<file path="src/rtl/indexed_double_ended_queue_assert.svh">
// ============================================================================
// indexed double-ended queue assertion macros
// Concurrent assertion wrappers, empty when SYNTHESIS is defined.
// ============================================================================
`ifndef INDEXED_DOUBLE_ENDED_QUEUE_ASSERT_SVH
`define INDEXED_DOUBLE_ENDED_QUEUE_ASSERT_SVH

`ifndef SYNTHESIS
// property checked on every rising clock edge outside reset
`define IDQ_ASSERT(lbl, clk, rst_n, prop, msg) \
    lbl: assert property (@(posedge clk) disable iff (!rst_n) (prop)) \
        else $error(msg);
// condition in one cycle implies another in the next cycle
`define IDQ_ASSERT_NEXT(lbl, clk, rst_n, ante, cons, msg) \
    lbl: assert property (@(posedge clk) disable iff (!rst_n) (ante) |=> (cons)) \
        else $error(msg);
`else
`define IDQ_ASSERT(lbl, clk, rst_n, prop, msg)
`define IDQ_ASSERT_NEXT(lbl, clk, rst_n, ante, cons, msg)
`endif

`endif

</file>
<file path="src/rtl/idq_pkg.sv">
// ============================================================================
// idq_pkg
// Shared constants, codes, types and width helpers of the indexed deque.
// ============================================================================
package idq_pkg;

    // storage geometry
    localparam int DEPTH      = 64;
    localparam int DATA_WIDTH = 32;
    localparam int ADDR_W     = (DEPTH > 1) ? $clog2(DEPTH) : 1;
    localparam int CNT_W      = $clog2(DEPTH + 1);

    // fixed field widths of the request and response
    localparam int OP_W    = 4;
    localparam int POS_W   = 7;
    localparam int WORD_W  = 32;
    localparam int STAT_W  = 2;
    localparam int OCNT_W  = 7;

    // helper widths
    localparam int WIDE_W = (DATA_WIDTH > WORD_W) ? DATA_WIDTH : WORD_W;
    localparam int CMP_W  = ((POS_W > CNT_W) ? POS_W : CNT_W) + 1;

    // operation codes
    typedef enum logic [OP_W-1:0] {
        OP_PUSH_BACK  = 4'd0,
        OP_PUSH_FRONT = 4'd1,
        OP_POP_BACK   = 4'd2,
        OP_POP_FRONT  = 4'd3,
        OP_PEEK_BACK  = 4'd4,
        OP_PEEK_FRONT = 4'd5,
        OP_INSERT     = 4'd6,
        OP_REMOVE     = 4'd7,
        OP_READ       = 4'd8
    } t_op;

    // response status codes
    typedef enum logic [STAT_W-1:0] {
        ST_OK    = 2'd0,
        ST_EMPTY = 2'd1,
        ST_FULL  = 2'd2,
        ST_RANGE = 2'd3
    } t_status;

    // sequencer states
    typedef enum logic [3:0] {
        S_IDLE,
        S_CHECK,
        S_READ,
        S_CAPT,
        S_SH_RD,
        S_SH_WR,
        S_WRITE,
        S_UPDATE,
        S_DONE
    } t_state;

    // single-port store command
    typedef struct packed {
        logic                  we;
        logic [ADDR_W-1:0]     addr;
        logic [DATA_WIDTH-1:0] wdata;
    } t_mem_cmd;

    // request word to stored word
    function automatic logic [DATA_WIDTH-1:0] to_store(input logic [WORD_W-1:0] v);
        logic [WIDE_W-1:0] t;
        t = WIDE_W'(v);
        return t[DATA_WIDTH-1:0];
    endfunction

    // stored word to response word
    function automatic logic [WORD_W-1:0] to_word(input logic [DATA_WIDTH-1:0] v);
        logic [WIDE_W-1:0] t;
        t = WIDE_W'(v);
        return t[WORD_W-1:0];
    endfunction

endpackage

</file>
<file path="src/rtl/idq_req_if.sv">
// ============================================================================
// idq_req_if
// Request channel: operation, position and data word with valid/ready.
// ============================================================================
interface idq_req_if;
    logic                       valid;
    logic                       ready;
    logic [idq_pkg::OP_W-1:0]   operation;
    logic [idq_pkg::POS_W-1:0]  position;
    logic [idq_pkg::WORD_W-1:0] value;

    modport source (output valid, operation, position, value, input ready);
    modport sink   (input valid, operation, position, value, output ready);
endinterface

</file>
<file path="src/rtl/idq_rsp_if.sv">
// ============================================================================
// idq_rsp_if
// Response channel: data word, status and entry count with valid/ready.
// ============================================================================
interface idq_rsp_if;
    logic                       valid;
    logic                       ready;
    logic [idq_pkg::WORD_W-1:0] read_value;
    logic [idq_pkg::STAT_W-1:0] status;
    logic [idq_pkg::OCNT_W-1:0] entry_count;

    modport source (output valid, read_value, status, entry_count, input ready);
    modport sink   (input valid, read_value, status, entry_count, output ready);
endinterface

</file>
<file path="src/rtl/idq_addr.sv">
// ============================================================================
// idq_addr
// Shared address unit: logical position to physical store index.
// ============================================================================
module idq_addr (
    input  logic [idq_pkg::ADDR_W-1:0] i_head,
    input  logic [idq_pkg::ADDR_W-1:0] i_logical,
    output logic [idq_pkg::ADDR_W-1:0] o_phys
);
    import idq_pkg::*;

    logic [ADDR_W:0] sum;

    // head plus offset, wrapped once around the circular store
    assign sum    = {1'b0, i_head} + {1'b0, i_logical};
    assign o_phys = (sum >= (ADDR_W+1)'(DEPTH)) ? ADDR_W'(sum - (ADDR_W+1)'(DEPTH))
                                                : sum[ADDR_W-1:0];
endmodule

</file>
<file path="src/rtl/idq_store.sv">
// ============================================================================
// idq_store
// Entry store: one address per cycle, optional write, registered read of the old contents.
// ============================================================================
module idq_store (
    input  logic                           i_clk,
    input  idq_pkg::t_mem_cmd              i_mem,
    output logic [idq_pkg::DATA_WIDTH-1:0] o_rd_data
);
    import idq_pkg::*;

    logic [DATA_WIDTH-1:0] r_mem [DEPTH];
    logic [DATA_WIDTH-1:0] r_rd_data;

    // write port
    always_ff @(posedge i_clk) begin
        if (i_mem.we) begin
            r_mem[i_mem.addr] <= i_mem.wdata;
        end
    end

    // registered read
    always_ff @(posedge i_clk) begin
        r_rd_data <= r_mem[i_mem.addr];
    end

    assign o_rd_data = r_rd_data;
endmodule

</file>
<file path="src/rtl/idq_ctrl.sv">
// ============================================================================
// idq_ctrl
// Sequencer: checks each request, walks the store for shifts and reads,
// keeps head and count, and holds the response register.
// ============================================================================
`include "indexed_double_ended_queue_assert.svh"

module idq_ctrl (
    input  logic                           i_clk,
    input  logic                           i_rst_n,
    idq_req_if.sink                        i_req,
    idq_rsp_if.source                      o_rsp,
    output idq_pkg::t_mem_cmd              o_mem,
    input  logic [idq_pkg::DATA_WIDTH-1:0] i_rd_data,
    output logic [idq_pkg::ADDR_W-1:0]     o_logical,
    output logic [idq_pkg::ADDR_W-1:0]     o_head,
    input  logic [idq_pkg::ADDR_W-1:0]     i_phys
);
    import idq_pkg::*;

    t_state                r_state, n_state;
    t_op                   r_op, n_op;
    logic [POS_W-1:0]      r_pos, n_pos;
    logic [DATA_WIDTH-1:0] r_val, n_val;
    logic [ADDR_W-1:0]     r_idx, n_idx;
    logic [WORD_W-1:0]     r_rv, n_rv;
    t_status               r_st, n_st;
    logic [ADDR_W-1:0]     r_head, n_head;
    logic [CNT_W-1:0]      r_count, n_count;
    logic                  r_out_valid, n_out_valid;
    logic [WORD_W-1:0]     r_out_rv, n_out_rv;
    t_status               r_out_st, n_out_st;
    logic [OCNT_W-1:0]     r_out_cnt, n_out_cnt;

    logic              req_fire;
    logic              out_free;
    logic              full, empty;
    logic [CMP_W-1:0]  count_c, pos_c, idx_c;
    logic              pos_gt, pos_ge;
    logic [ADDR_W-1:0] idx_m1, idx_p1;
    logic              is_insert;

    // handshake and shared compares
    assign req_fire  = i_req.valid && i_req.ready;
    assign out_free  = !r_out_valid || o_rsp.ready;
    assign full      = (r_count >= CNT_W'(DEPTH));
    assign empty     = (r_count == '0);
    assign count_c   = CMP_W'(r_count);
    assign pos_c     = CMP_W'(r_pos);
    assign idx_c     = CMP_W'(r_idx);
    assign pos_gt    = (pos_c > count_c);
    assign pos_ge    = (pos_c >= count_c);
    assign idx_m1    = r_idx - ADDR_W'(1);
    assign idx_p1    = r_idx + ADDR_W'(1);
    assign is_insert = (r_op == OP_INSERT);

    // next state
    always_comb begin
        n_state = r_state;
        case (r_state)
            S_IDLE: begin
                if (req_fire) begin
                    n_state = S_CHECK;
                end
            end
            S_CHECK: begin
                case (r_op)
                    OP_PUSH_BACK, OP_PUSH_FRONT: begin
                        n_state = full ? S_DONE : S_WRITE;
                    end
                    OP_POP_BACK, OP_POP_FRONT, OP_PEEK_BACK, OP_PEEK_FRONT: begin
                        n_state = empty ? S_DONE : S_READ;
                    end
                    OP_INSERT: begin
                        if (full || pos_gt) begin
                            n_state = S_DONE;
                        end else if (pos_c == count_c) begin
                            n_state = S_WRITE;
                        end else begin
                            n_state = S_SH_RD;
                        end
                    end
                    OP_REMOVE, OP_READ: begin
                        n_state = (empty || pos_ge) ? S_DONE : S_READ;
                    end
                    default: n_state = S_DONE;
                endcase
            end
            S_READ: n_state = S_CAPT;
            S_CAPT: begin
                if ((r_op == OP_REMOVE) && ((idx_c + CMP_W'(1)) < count_c)) begin
                    n_state = S_SH_RD;
                end else begin
                    n_state = S_UPDATE;
                end
            end
            S_SH_RD: n_state = S_SH_WR;
            S_SH_WR: begin
                if (is_insert) begin
                    n_state = ((idx_c - CMP_W'(1)) == pos_c) ? S_WRITE : S_SH_RD;
                end else begin
                    n_state = ((idx_c + CMP_W'(2)) < count_c) ? S_SH_RD : S_UPDATE;
                end
            end
            S_WRITE:  n_state = S_UPDATE;
            S_UPDATE: n_state = S_DONE;
            S_DONE: begin
                if (out_free) begin
                    n_state = S_IDLE;
                end
            end
            default: n_state = S_IDLE;
        endcase
    end

    // datapath and outputs
    always_comb begin
        n_op        = r_op;
        n_pos       = r_pos;
        n_val       = r_val;
        n_idx       = r_idx;
        n_rv        = r_rv;
        n_st        = r_st;
        n_head      = r_head;
        n_count     = r_count;
        n_out_valid = r_out_valid && !o_rsp.ready;
        n_out_rv    = r_out_rv;
        n_out_st    = r_out_st;
        n_out_cnt   = r_out_cnt;
        o_logical   = r_idx;
        o_mem.we    = 1'b0;
        o_mem.addr  = i_phys;
        o_mem.wdata = r_val;
        case (r_state)
            S_IDLE: begin
                if (req_fire) begin
                    n_op  = t_op'(i_req.operation);
                    n_pos = i_req.position;
                    n_val = to_store(i_req.value);
                    n_rv  = '0;
                    n_st  = ST_OK;
                end
            end
            S_CHECK: begin
                case (r_op)
                    OP_PUSH_BACK: begin
                        if (full) n_st = ST_FULL;
                        n_idx = ADDR_W'(r_count);
                    end
                    OP_PUSH_FRONT: begin
                        if (full) n_st = ST_FULL;
                    end
                    OP_POP_BACK, OP_PEEK_BACK: begin
                        if (empty) n_st = ST_EMPTY;
                        n_idx = ADDR_W'(r_count - CNT_W'(1));
                    end
                    OP_POP_FRONT, OP_PEEK_FRONT: begin
                        if (empty) n_st = ST_EMPTY;
                        n_idx = '0;
                    end
                    OP_INSERT: begin
                        if (full) begin
                            n_st = ST_FULL;
                        end else if (pos_gt) begin
                            n_st = ST_RANGE;
                        end
                        n_idx = ADDR_W'(r_count);
                    end
                    OP_REMOVE, OP_READ: begin
                        if (empty) begin
                            n_st = ST_EMPTY;
                        end else if (pos_ge) begin
                            n_st = ST_RANGE;
                        end
                        n_idx = ADDR_W'(r_pos);
                    end
                    default: n_st = ST_OK;
                endcase
            end
            S_READ: begin
                o_logical = r_idx;
            end
            S_CAPT: begin
                n_rv = to_word(i_rd_data);
            end
            S_SH_RD: begin
                // fetch the neighbor that moves into the cursor slot
                o_logical = is_insert ? idx_m1 : idx_p1;
            end
            S_SH_WR: begin
                o_logical   = r_idx;
                o_mem.we    = 1'b1;
                o_mem.wdata = i_rd_data;
                n_idx       = is_insert ? idx_m1 : idx_p1;
            end
            S_WRITE: begin
                o_logical   = (r_op == OP_PUSH_FRONT) ? ADDR_W'(DEPTH - 1) : r_idx;
                o_mem.we    = 1'b1;
                o_mem.wdata = r_val;
            end
            S_UPDATE: begin
                case (r_op)
                    OP_PUSH_BACK, OP_INSERT: begin
                        n_count = r_count + CNT_W'(1);
                    end
                    OP_PUSH_FRONT: begin
                        o_logical = ADDR_W'(DEPTH - 1);
                        n_head    = i_phys;
                        n_count   = r_count + CNT_W'(1);
                    end
                    OP_POP_BACK, OP_REMOVE: begin
                        n_count = r_count - CNT_W'(1);
                    end
                    OP_POP_FRONT: begin
                        o_logical = ADDR_W'(1);
                        n_head    = i_phys;
                        n_count   = r_count - CNT_W'(1);
                    end
                    default: n_count = r_count;
                endcase
            end
            S_DONE: begin
                if (out_free) begin
                    n_out_valid = 1'b1;
                    n_out_rv    = r_rv;
                    n_out_st    = r_st;
                    n_out_cnt   = OCNT_W'(r_count);
                end
            end
            default: n_idx = r_idx;
        endcase
    end

    // control registers
    always_ff @(posedge i_clk) begin
        if (!i_rst_n) begin
            r_state     <= S_IDLE;
            r_head      <= '0;
            r_count     <= '0;
            r_out_valid <= 1'b0;
        end else begin
            r_state     <= n_state;
            r_head      <= n_head;
            r_count     <= n_count;
            r_out_valid <= n_out_valid;
        end
    end

    // payload registers
    always_ff @(posedge i_clk) begin
        r_op      <= n_op;
        r_pos     <= n_pos;
        r_val     <= n_val;
        r_idx     <= n_idx;
        r_rv      <= n_rv;
        r_st      <= n_st;
        r_out_rv  <= n_out_rv;
        r_out_st  <= n_out_st;
        r_out_cnt <= n_out_cnt;
    end

    // ports
    assign i_req.ready       = (r_state == S_IDLE);
    assign o_rsp.valid       = r_out_valid;
    assign o_rsp.read_value  = r_out_rv;
    assign o_rsp.status      = r_out_st;
    assign o_rsp.entry_count = r_out_cnt;
    assign o_head            = r_head;

    // checks
    `IDQ_ASSERT(a_count_bound, i_clk, i_rst_n, r_count <= CNT_W'(DEPTH), "count above depth")
    `IDQ_ASSERT_NEXT(a_count_hold, i_clk, i_rst_n, r_state != S_UPDATE, $stable(r_count), "count moved outside update")
    `IDQ_ASSERT_NEXT(a_head_hold, i_clk, i_rst_n, r_state != S_UPDATE, $stable(r_head), "head moved outside update")
    `IDQ_ASSERT(a_write_ok, i_clk, i_rst_n, !o_mem.we || (r_st == ST_OK), "store written by failed request")
    `IDQ_ASSERT_NEXT(a_accept_check, i_clk, i_rst_n, req_fire, r_state == S_CHECK, "accepted request not checked")
endmodule

</file>
<file path="src/rtl/indexed_double_ended_queue.sv">
// ============================================================================
// indexed_double_ended_queue
// Bounded deque with push, pop and peek at both ends plus indexed insert,
// remove and read; one response per request.
// ============================================================================
// One request is taken at a time; ready is high only while the sequencer is
// idle. The entry store has a single port used for one read or one write per
// cycle, so the cost of a request is set by its store accesses: push back and
// push front write once, failed requests and unknown codes make no access,
// pop, peek and read make one read, insert at position p with n entries
// shifts the n - p entries from p on back by one and then writes, remove
// at p reads its entry and moves the n - 1 - p entries behind it forward,
// each shifted entry one read and one write through the shared address unit.
// The response sits in an output register, so a finished response may wait
// for the consumer while the block is already working on the next request.
// No clearing pass follows reset; the queue is empty and usable at once.
module indexed_double_ended_queue (
    input  logic      i_clk,
    input  logic      i_rst_n,
    idq_req_if.sink   i_req,
    idq_rsp_if.source o_rsp
);
    import idq_pkg::*;

    t_mem_cmd              mem_cmd;
    logic [DATA_WIDTH-1:0] rd_data;
    logic [ADDR_W-1:0]     logical;
    logic [ADDR_W-1:0]     head;
    logic [ADDR_W-1:0]     phys;

    // sequencer
    idq_ctrl u_ctrl (
        .i_clk     (i_clk),
        .i_rst_n   (i_rst_n),
        .i_req     (i_req),
        .o_rsp     (o_rsp),
        .o_mem     (mem_cmd),
        .i_rd_data (rd_data),
        .o_logical (logical),
        .o_head    (head),
        .i_phys    (phys)
    );

    // shared address unit
    idq_addr u_addr (
        .i_head    (head),
        .i_logical (logical),
        .o_phys    (phys)
    );

    // entry store
    idq_store u_store (
        .i_clk     (i_clk),
        .i_mem     (mem_cmd),
        .o_rd_data (rd_data)
    );
endmodule

</file>
<file path="src/flat_wrapper.sv">
// flat-port wrapper written by rule: the top's interface ports become plain ports
module indexed_double_ended_queue_flat import idq_pkg::*;
  (i_clk, i_rst_n, i_req_valid, i_req_operation, i_req_position, i_req_value, i_req_ready, o_rsp_valid, o_rsp_read_value, o_rsp_status, o_rsp_entry_count, o_rsp_ready);
  idq_req_if i_req_i ();
  idq_rsp_if o_rsp_i ();
  input  logic i_clk;
  input  logic i_rst_n;
  input wire logic [$bits(i_req_i.valid)-1:0] i_req_valid;
  input wire logic [$bits(i_req_i.operation)-1:0] i_req_operation;
  input wire logic [$bits(i_req_i.position)-1:0] i_req_position;
  input wire logic [$bits(i_req_i.value)-1:0] i_req_value;
  output wire logic [$bits(i_req_i.ready)-1:0] i_req_ready;
  output wire logic [$bits(o_rsp_i.valid)-1:0] o_rsp_valid;
  output wire logic [$bits(o_rsp_i.read_value)-1:0] o_rsp_read_value;
  output wire logic [$bits(o_rsp_i.status)-1:0] o_rsp_status;
  output wire logic [$bits(o_rsp_i.entry_count)-1:0] o_rsp_entry_count;
  input wire logic [$bits(o_rsp_i.ready)-1:0] o_rsp_ready;
  assign i_req_i.valid = i_req_valid;
  assign i_req_i.operation = i_req_operation;
  assign i_req_i.position = i_req_position;
  assign i_req_i.value = i_req_value;
  assign i_req_ready = i_req_i.ready;
  assign o_rsp_valid = o_rsp_i.valid;
  assign o_rsp_read_value = o_rsp_i.read_value;
  assign o_rsp_status = o_rsp_i.status;
  assign o_rsp_entry_count = o_rsp_i.entry_count;
  assign o_rsp_i.ready = o_rsp_ready;
  indexed_double_ended_queue u_core (.i_clk(i_clk), .i_rst_n(i_rst_n), .i_req(i_req_i), .o_rsp(o_rsp_i));
endmodule
</file>
<file path="config.mk">
export PLATFORM = sky130hd
export DESIGN_NAME = indexed_double_ended_queue_flat
export DESIGN_NICKNAME = d
export VERILOG_FILES = /design/src/rtl/idq_pkg.sv /design/src/rtl/idq_req_if.sv /design/src/rtl/idq_rsp_if.sv /design/src/rtl/idq_addr.sv /design/src/rtl/idq_store.sv /design/src/rtl/idq_ctrl.sv /design/src/rtl/indexed_double_ended_queue.sv /design/src/flat_wrapper.sv
export VERILOG_INCLUDE_DIRS = /design/src /design/src/rtl
export SDC_FILE = /design/constraint.sdc
export NUM_CORES = 2
export LEC_CHECK = 0
export BUFFER_PORTS_ARGS = -buffer_cell sky130_fd_sc_hd__buf_2
export CAP_MARGIN = 20
export CORE_MARGIN = 2
export CORE_UTILIZATION = 50
export CTS_CLUSTER_DIAMETER = 60
export DETAILED_ROUTE_END_ITERATION = 12
export PLACE_DENSITY = 0.66
export SYNTH_ARGS = -nofsm -noshare
export SYNTH_HDL_FRONTEND = slang
export SYNTH_HIERARCHICAL = 1
export SYNTH_SLANG_ARGS = --single-unit
</file>
<file path="constraint.sdc">
create_clock -name i_clk -period 6.4 [get_ports i_clk]
set_clock_uncertainty 0.05 [all_clocks]
set_input_delay 1.6 -clock i_clk [delete_from_list [all_inputs] [get_ports i_clk]]
set_output_delay 1.6 -clock i_clk [all_outputs]
set_load 0.02 [all_outputs]
</file>
Yosys cells after proc, flatten, opt, wreduce, memory -nomap -nowiden
Memories as Yosys holds them, arrays and structs flattened. A register that Yosys moved wholly into a read port is not among the register bits.
Index checks and enable logic that the tools add are counted.
Widths: inputs -> output; s select.

operators by class
  equal/unequal tests = 25
  magnitude comparators = 6
  reductions and logical operators = 33
  muxes and demuxes = 38
  add/subtract/negate cells = 9

operators by type and width
  kind                 count
  $mux 32              2
  $pmux 32 s2          1
  $pmux 4 s9           1
  $eq 4x3->1 const B   8
  $mux 2               12
  $mux 4               6
  $pmux 6 s2           2
  $pmux 6 s4           1
  $mux 6               3
  $pmux 6 s3           1
  $eq 4x2->1 const B   4
  $pmux 4 s4           1
  $ge 7x7->1 const B   2
  $lt 7x7->1           2
  $pmux 7 s2           1
  $reduce_and 2->1     7
  $reduce_or 2->1      7
  $sub 6x1->6 const B  2
  $eq 4x1->1 const B   2
  $eq 4x4->1 const B   2
  $eq 8x7->1           1
  $logic_not 4->1      2
  $ne 4x4->1 const B   2
  $pmux 2 s4           1
  other kinds (24)     38

storage, ports and cells
  output and inout bits = 43
  input port bits = 47
  register bits after elaboration = 142
  word-level logic and storage cells = 125
  memories kept = 1
  RAM bits = 2,048

memory list
  name                  depth  bits a word  rd ports  clocked after Yosys merged registers in  write ports  RTL line         RTL
  u_core.u_store.r_mem  64     32           1         1                                        1            idq_store.sv:12  logic [DATA_WIDTH-1:0] r_mem [DEPTH];

Logic depth before layout (Yosys ltp)
  depth after elaboration = 6
  depth in mapped cells = 23
  depth with buffers taken out = 18

Cells and area by module
The synthesis kept the hierarchy.

by module, submodules not included
  module     cells each  area each (sq um)  instances  seq. area each (sq um)
  idq_store  4,239       78,928.2           1          62,139.6
  idq_ctrl   657         7,154.4            1          4,083.9
  idq_addr   19          186.4              1          0.0

Worst setup path before layout
Ideal clock, no wire load.

  path type = register to register
  from = register u_core.u_ctrl.r_op[3]
  to = memory u_core.u_store.r_mem[12][0] (enable)
  required time = 5,929 ps
  period minus slack after synthesis = 5,572 ps
  arrival time = 5,101 ps
  path buffers = 9
  stages on the path, launching flop included = 18
  setup time = 421 ps
  setup slack = 828 ps
  cell sequence = edfxtp_1 > buf_2 > nor4bb_1 > buf_2 > fa_1 > nand2_1 > nand2_1 > fa_1 > xor2_1 > buf_4 > buf_2 > buf_2 > buf_2 > buf_2 > buf_2 > buf_2 > nand3_1 > nor2_1

between the ends
  longest elaborated chain between the ends = 6
  elaborated cells between the ends (all ways) = 11
  those cells by class = add/sub (2); order compare (1); eq/ne (3); mux (5)

RTL lines
  item                                              RTL line                          RTL
  start: declaration                                idq_ctrl.sv:22                    t_op r_op, n_op;
  start signal: assignment                          idq_ctrl.sv:251                   r_op <= n_op;
  $eq 4x2->1 (tied with other cells)                idq_ctrl.sv:202                   case (r_op)
  $pmux 6 s2 (tied with other cells)                idq_ctrl.sv:202
  $pmux 6 s3 (*)                                    idq_ctrl.sv:134                   case (r_state)
  net u_core.logical[1]                             indexed_double_ended_queue.sv:27  logic [ADDR_W-1:0] logical;
  $add 6x6->7 (*)                                   idq_addr.sv:15                    assign sum = {1'b0, i_head} + {1'b0, i_logical};
  $sub 6x1->6 / $ge 7x7->1 (equally long branches)  idq_addr.sv:16                    assign o_phys = (sum >= (ADDR_W+1)'(DEPTH)) ? ADDR_W'(sum - (ADDR_W+1)'(DEPTH))
  $mux 6 (*)                                        idq_addr.sv:16
  net u_core.phys[2]                                indexed_double_ended_queue.sv:29  logic [ADDR_W-1:0] phys;
  end: declaration                                  idq_store.sv:12

The timed path passes the listed nets; every way through them passes the cells marked *.

Worst setup path in the final report
  from = register u_core.u_ctrl.r_op[0]
  to = register u_core.u_store.r_rd_data[27] (netlist: u_core/u_store/o_rd_data[27]) (read register of u_core.u_store.r_mem)

between the ends
  longest elaborated chain between the ends = 6
  elaborated cells between the ends (all ways) = 11
  those cells by class = add/sub (2); order compare (1); eq/ne (3); mux (5)

RTL lines
  item                                              RTL line                          RTL
  $eq 4x2->1 (tied with other cells)                idq_ctrl.sv:202
  $pmux 6 s2 (tied with other cells)                idq_ctrl.sv:202
  $pmux 6 s3 (*)                                    idq_ctrl.sv:134
  net u_core.logical[3]                             indexed_double_ended_queue.sv:27
  $add 6x6->7 (*)                                   idq_addr.sv:15
  $sub 6x1->6 / $ge 7x7->1 (equally long branches)  idq_addr.sv:16
  $mux 6 (*)                                        idq_addr.sv:16
  net u_core.phys[5]                                indexed_double_ended_queue.sv:29
  end: declaration                                  idq_store.sv:13                   logic [DATA_WIDTH-1:0] r_rd_data;

Marks and branches as above.
A chain may end at the register's enable or synchronous reset.

==> flow_metrics.tcl <==
set metrics [dict create \
    status "complete, no violations" \
    cap_violations 0 \
    cts_resized 0 \
    setup_viol 0 \
    worst-setup-path-type "flop to flop" \
    endpoint_kind "flop" \
    crit_slowest_cell "nor4bb_1" \
    ant_nets 0 \
    intPower_uw 24190 \
    tightest_slew_ns 1.203 \
    hold_viol 0 \
    synth_flop_cell "edfxtp_1" \
    initial_utilization 0.5029 \
    crit_cells 17 \
    grtUsageTotal 0.2717 \
    syn-instance-count 4915 \
    die_y_um 419.4 \
    reg2reg_to "u_core/u_store/o_rd_data[27]$_DFF_P_" \
    drc 0 \
    grt_pass1_wl_mm 344.2 \
    path_buf_inv 1 \
    fillers 12710 \
    power_switching_uw 7826 \
    rows 152 \
    crit_required_ns 7.10 \
    die_area_um2 175900 \
    crit_path_end "u_core/u_store/o_rd_data[27]$_DFF_P_" \
    nNetsFinal 5267 \
    cp-startpoint "u_core/u_ctrl/r_op[0]$_DFFE_PP_" \
    synth_nets 4998 \
    cp.arrival_ns 6.86 \
    rsz0062_at_grt "false" \
    path_cells "nor4bb_1 > buf_4 > ha_1 > a21o_1 > a21oi_1 > xnor2_1 > nand2_1 > nand2_1 > ha_1 > o21ai_0 > o21bai_1 > a21oi_2 > xnor2_2 > nand2b_2 > nor2_1 > or4b_1 > or4_1" \
    ir_drop_mv 0.3258 \
    area_growth_pct 14.39 \
    numCtsBuffers 215 \
    busiest_layer "met2" \
    wire_per_inst_um 31.28 \
    grt-ovfl-total 0 \
    drt_iter0_markers 7166 \
    antenna_found_initial 13 \
    htree_levels 4 \
    grt_use_met3 0.05269 \
    finalSetupTns_ns 0 \
    maxSlewViolCount 0 \
    yosysWarnings 6 \
    p_comb_frac 0.097 \
    wirelength_mm 240.4 \
    start_kind "flop" \
    ctsHoldBuffers 0 \
    first_pass_iters 10 \
    vias 49370 \
    dp_hpwl_mm 142.0 \
    ys_async_sr_fraction 0 \
    hp-class "flop to flop" \
    cp_top_family "simple AND/OR/NAND/NOR gates" \
    grt_pass1_vias 47960 \
    period_minus_slack_ns 6.162 \
    yosys_register_bits 2222 \
    critPathMaxStageDelay_ns 0.85 \
    via_per_inst 6.423 \
    grt_max_degree 67 \
    clock-sinks 2222 \
    timing.final.crit_share 0.9628 \
    clk_latency_ns 0.89 \
    power_uw 32010 \
    swShare 0.2445 \
    tritoncts "done" \
    io_pins 90 \
    final_layout_size_suffix_gt1_frac 0.2017 \
    cts_buffer_depth 3 \
    r2r_setup_slack_ns 0.24 \
    p_leak_uw 0.03219 \
    cts_root_buf "clkbuf_16" \
    ys_seq_area_frac 0.7676 \
    ys_types 89 \
    synth_edf_count 2172 \
    netlist_area_um2 86270 \
    gp_congestion 0.8999 \
    post_synth.cell_area_avg_um2 17.55 \
    p_per_area_nw_per_um2 324.4 \
    rr_worst_depth 17 \
    numPortBuffers 89 \
    clkSlewWorstSetupHoldPaths_ns 0.06 \
    final_cell_mix "2,172 x edfxtp_1, 265 x mux2i_1, 249 x buf_4, 216 x clkbuf_16, 191 x a22oi_1" \
    crit_fanout 19 \
    maxSlewHeadroom 0.1981 \
    dieWidth_um 419.4 \
    p_clk_frac 0.386 \
    fmax_mhz 162.3 \
    layout_commonest_cell "edfxtp_1" \
    grtUsageMet1 0.3848 \
    timing.rr.start "u_core/u_ctrl/r_op[0]$_DFFE_PP_" \
    core_um2 171500 \
    post-cts-setup-buffers 0 \
    grtUsageMet2 0.4253 \
    seq_power_share 0.517 \
]
## cells by family (layout without fill, tap and decap cells)
group | count (synthesis) | after routing | synth area share
xor+xnor | 32 | 32 | 0.003249
compound gates | 1058 | 1058 | 0.08881
other cells | 0 | 1 | 0
mux | 508 | 508 | 0.07500
buf+inv | 359 | 819 | 0.01867
fa+ha+maj | 36 | 36 | 0.005395
simple gates | 700 | 700 | 0.04125
flops | 2222 | 2222 | 0.7676
## cell type report
| cell class | count | area (um^2) | area share |
|---|---|---|---|
| multi-input combinational | 2334 | 19190 | 0.1945 |
| antenna | 1 | 2.502 | 0.00002536 |
| tap | 2310 | 2890 | 0.02929 |
| inverter | 21 | 86.33 | 0.0008749 |
| sequential | 2222 | 66220 | 0.6711 |
| timing repair buffer | 390 | 3354 | 0.03399 |
| clock buffer | 286 | 5768 | 0.05845 |
| clock inverter | 122 | 1162 | 0.01178 |
## power groups by stage
stage	Clock, uW	Combinational, uW	Sequential, uW
after floorplan	0	1740	16800
after global placement	0	3000	16800
after detailed placement	0	3050	16800
after CTS	12500	3060	16500
after global routing	13100	3270	16500
final	12300	3120	16500
## flip-flops by register name, summed over array words and instances, names as in the netlist, 4 cells and up
signal and flops:
u_core/u_ctrl/r_idx 6, u_core/u_ctrl/r_pos 7, u_core/u_ctrl/r_count 7, u_core/u_ctrl/r_rv 32, u_core/u_ctrl/o_rsp.entry_count 7, u_core/u_ctrl/r_state 4, u_core/u_ctrl/o_rsp.read_value 32, u_core/u_store/o_rd_data 32
u_core/u_ctrl/r_op 4, u_core/u_store/r_mem 2048, u_core/u_ctrl/o_head 6, u_core/u_ctrl/r_val 32
## worst min path at each step
stage | end | startpoint | slack [ns] | depth (start not counted)
after floorplan | u_core/u_ctrl/o_rsp.read_value[0]$_DFFE_PP_ | u_core/u_ctrl/r_rv[0]$_SDFFCE_PN0P_ | 0.35 | 0
after global placement | u_core/u_ctrl/o_rsp.read_value[8]$_DFFE_PP_ | u_core/u_ctrl/r_rv[8]$_SDFFCE_PN0P_ | 0.35 | 0
after detailed placement | u_core/u_ctrl/o_rsp.read_value[17]$_DFFE_PP_ | u_core/u_ctrl/r_rv[17]$_SDFFCE_PN0P_ | 0.35 | 0
after CTS | u_core/u_ctrl/o_rsp.read_value[17]$_DFFE_PP_ | u_core/u_ctrl/r_rv[17]$_SDFFCE_PN0P_ | 0.37 | 0
after global routing | u_core/u_ctrl/o_rsp.read_value[5]$_DFFE_PP_ | u_core/u_ctrl/r_rv[5]$_SDFFCE_PN0P_ | 0.37 | 0
final | u_core/u_ctrl/o_rsp.read_value[18]$_DFFE_PP_ | u_core/u_ctrl/r_rv[18]$_SDFFCE_PN0P_ | 0.37 | 0
## layer usage
metal | vias up | share of wire
met5 | - | 0.00053
met4 | 16 | 0.033
met3 | 441 | 0.11
met2 | 3007 | 0.47
met1 | 25290 | 0.39
li1 | 20610 | -
## synth_stat cells, types with 21 or more instances
cell type,number,share of area
dfxtp_1,50,0.012
o22a_1,70,0.0071
nor2_1,181,0.0079
o22ai_1,96,0.0070
nand2_1,159,0.0069
o21ai_0,112,0.0065
clkbuf_1,185,0.0080
nand3_1,68,0.0039
a21oi_1,153,0.0089
buf_2,96,0.0056
mux4_2,96,0.025
a221oi_1,178,0.018
xnor2_1,21,0.0021
mux2i_1,265,0.031
ha_1,34,0.0049
mux2_2,147,0.019
a31oi_1,48,0.0035
a22oi_1,191,0.017
buf_1,33,0.0014
and2_1,42,0.0030
a22o_1,66,0.0067
and3_1,89,0.0065
edfxtp_1,2172,0.76
a211oi_1,23,0.0020
nand2b_1,25,0.0018
nor3_1,29,0.0017
## stage by stage
step | area (um^2) | hold slack (ns) | setup slack [ns] | std cells | util
6_report | 98680 | 0.3682 | 0.2379 | 7686 | 0.5752
5_1_grt | 98680 | 0.3736 | 0.05219 | 7685 | 0.5752
4_1_cts | 98630 | 0.3695 | 0.3926 | 7683 | 0.5750
3_5_place_dp | 91700 | 0.3545 | 0.4017 | 7275 | 0.5346
3_3_place_gp | 91690 | 0.3515 | 0.2940 | 7274 | 0.5345
2_1_floorplan | 86270 | 0.3503 | 0.8275 | 4915 | -
Power figures use the tool's default switching activity.
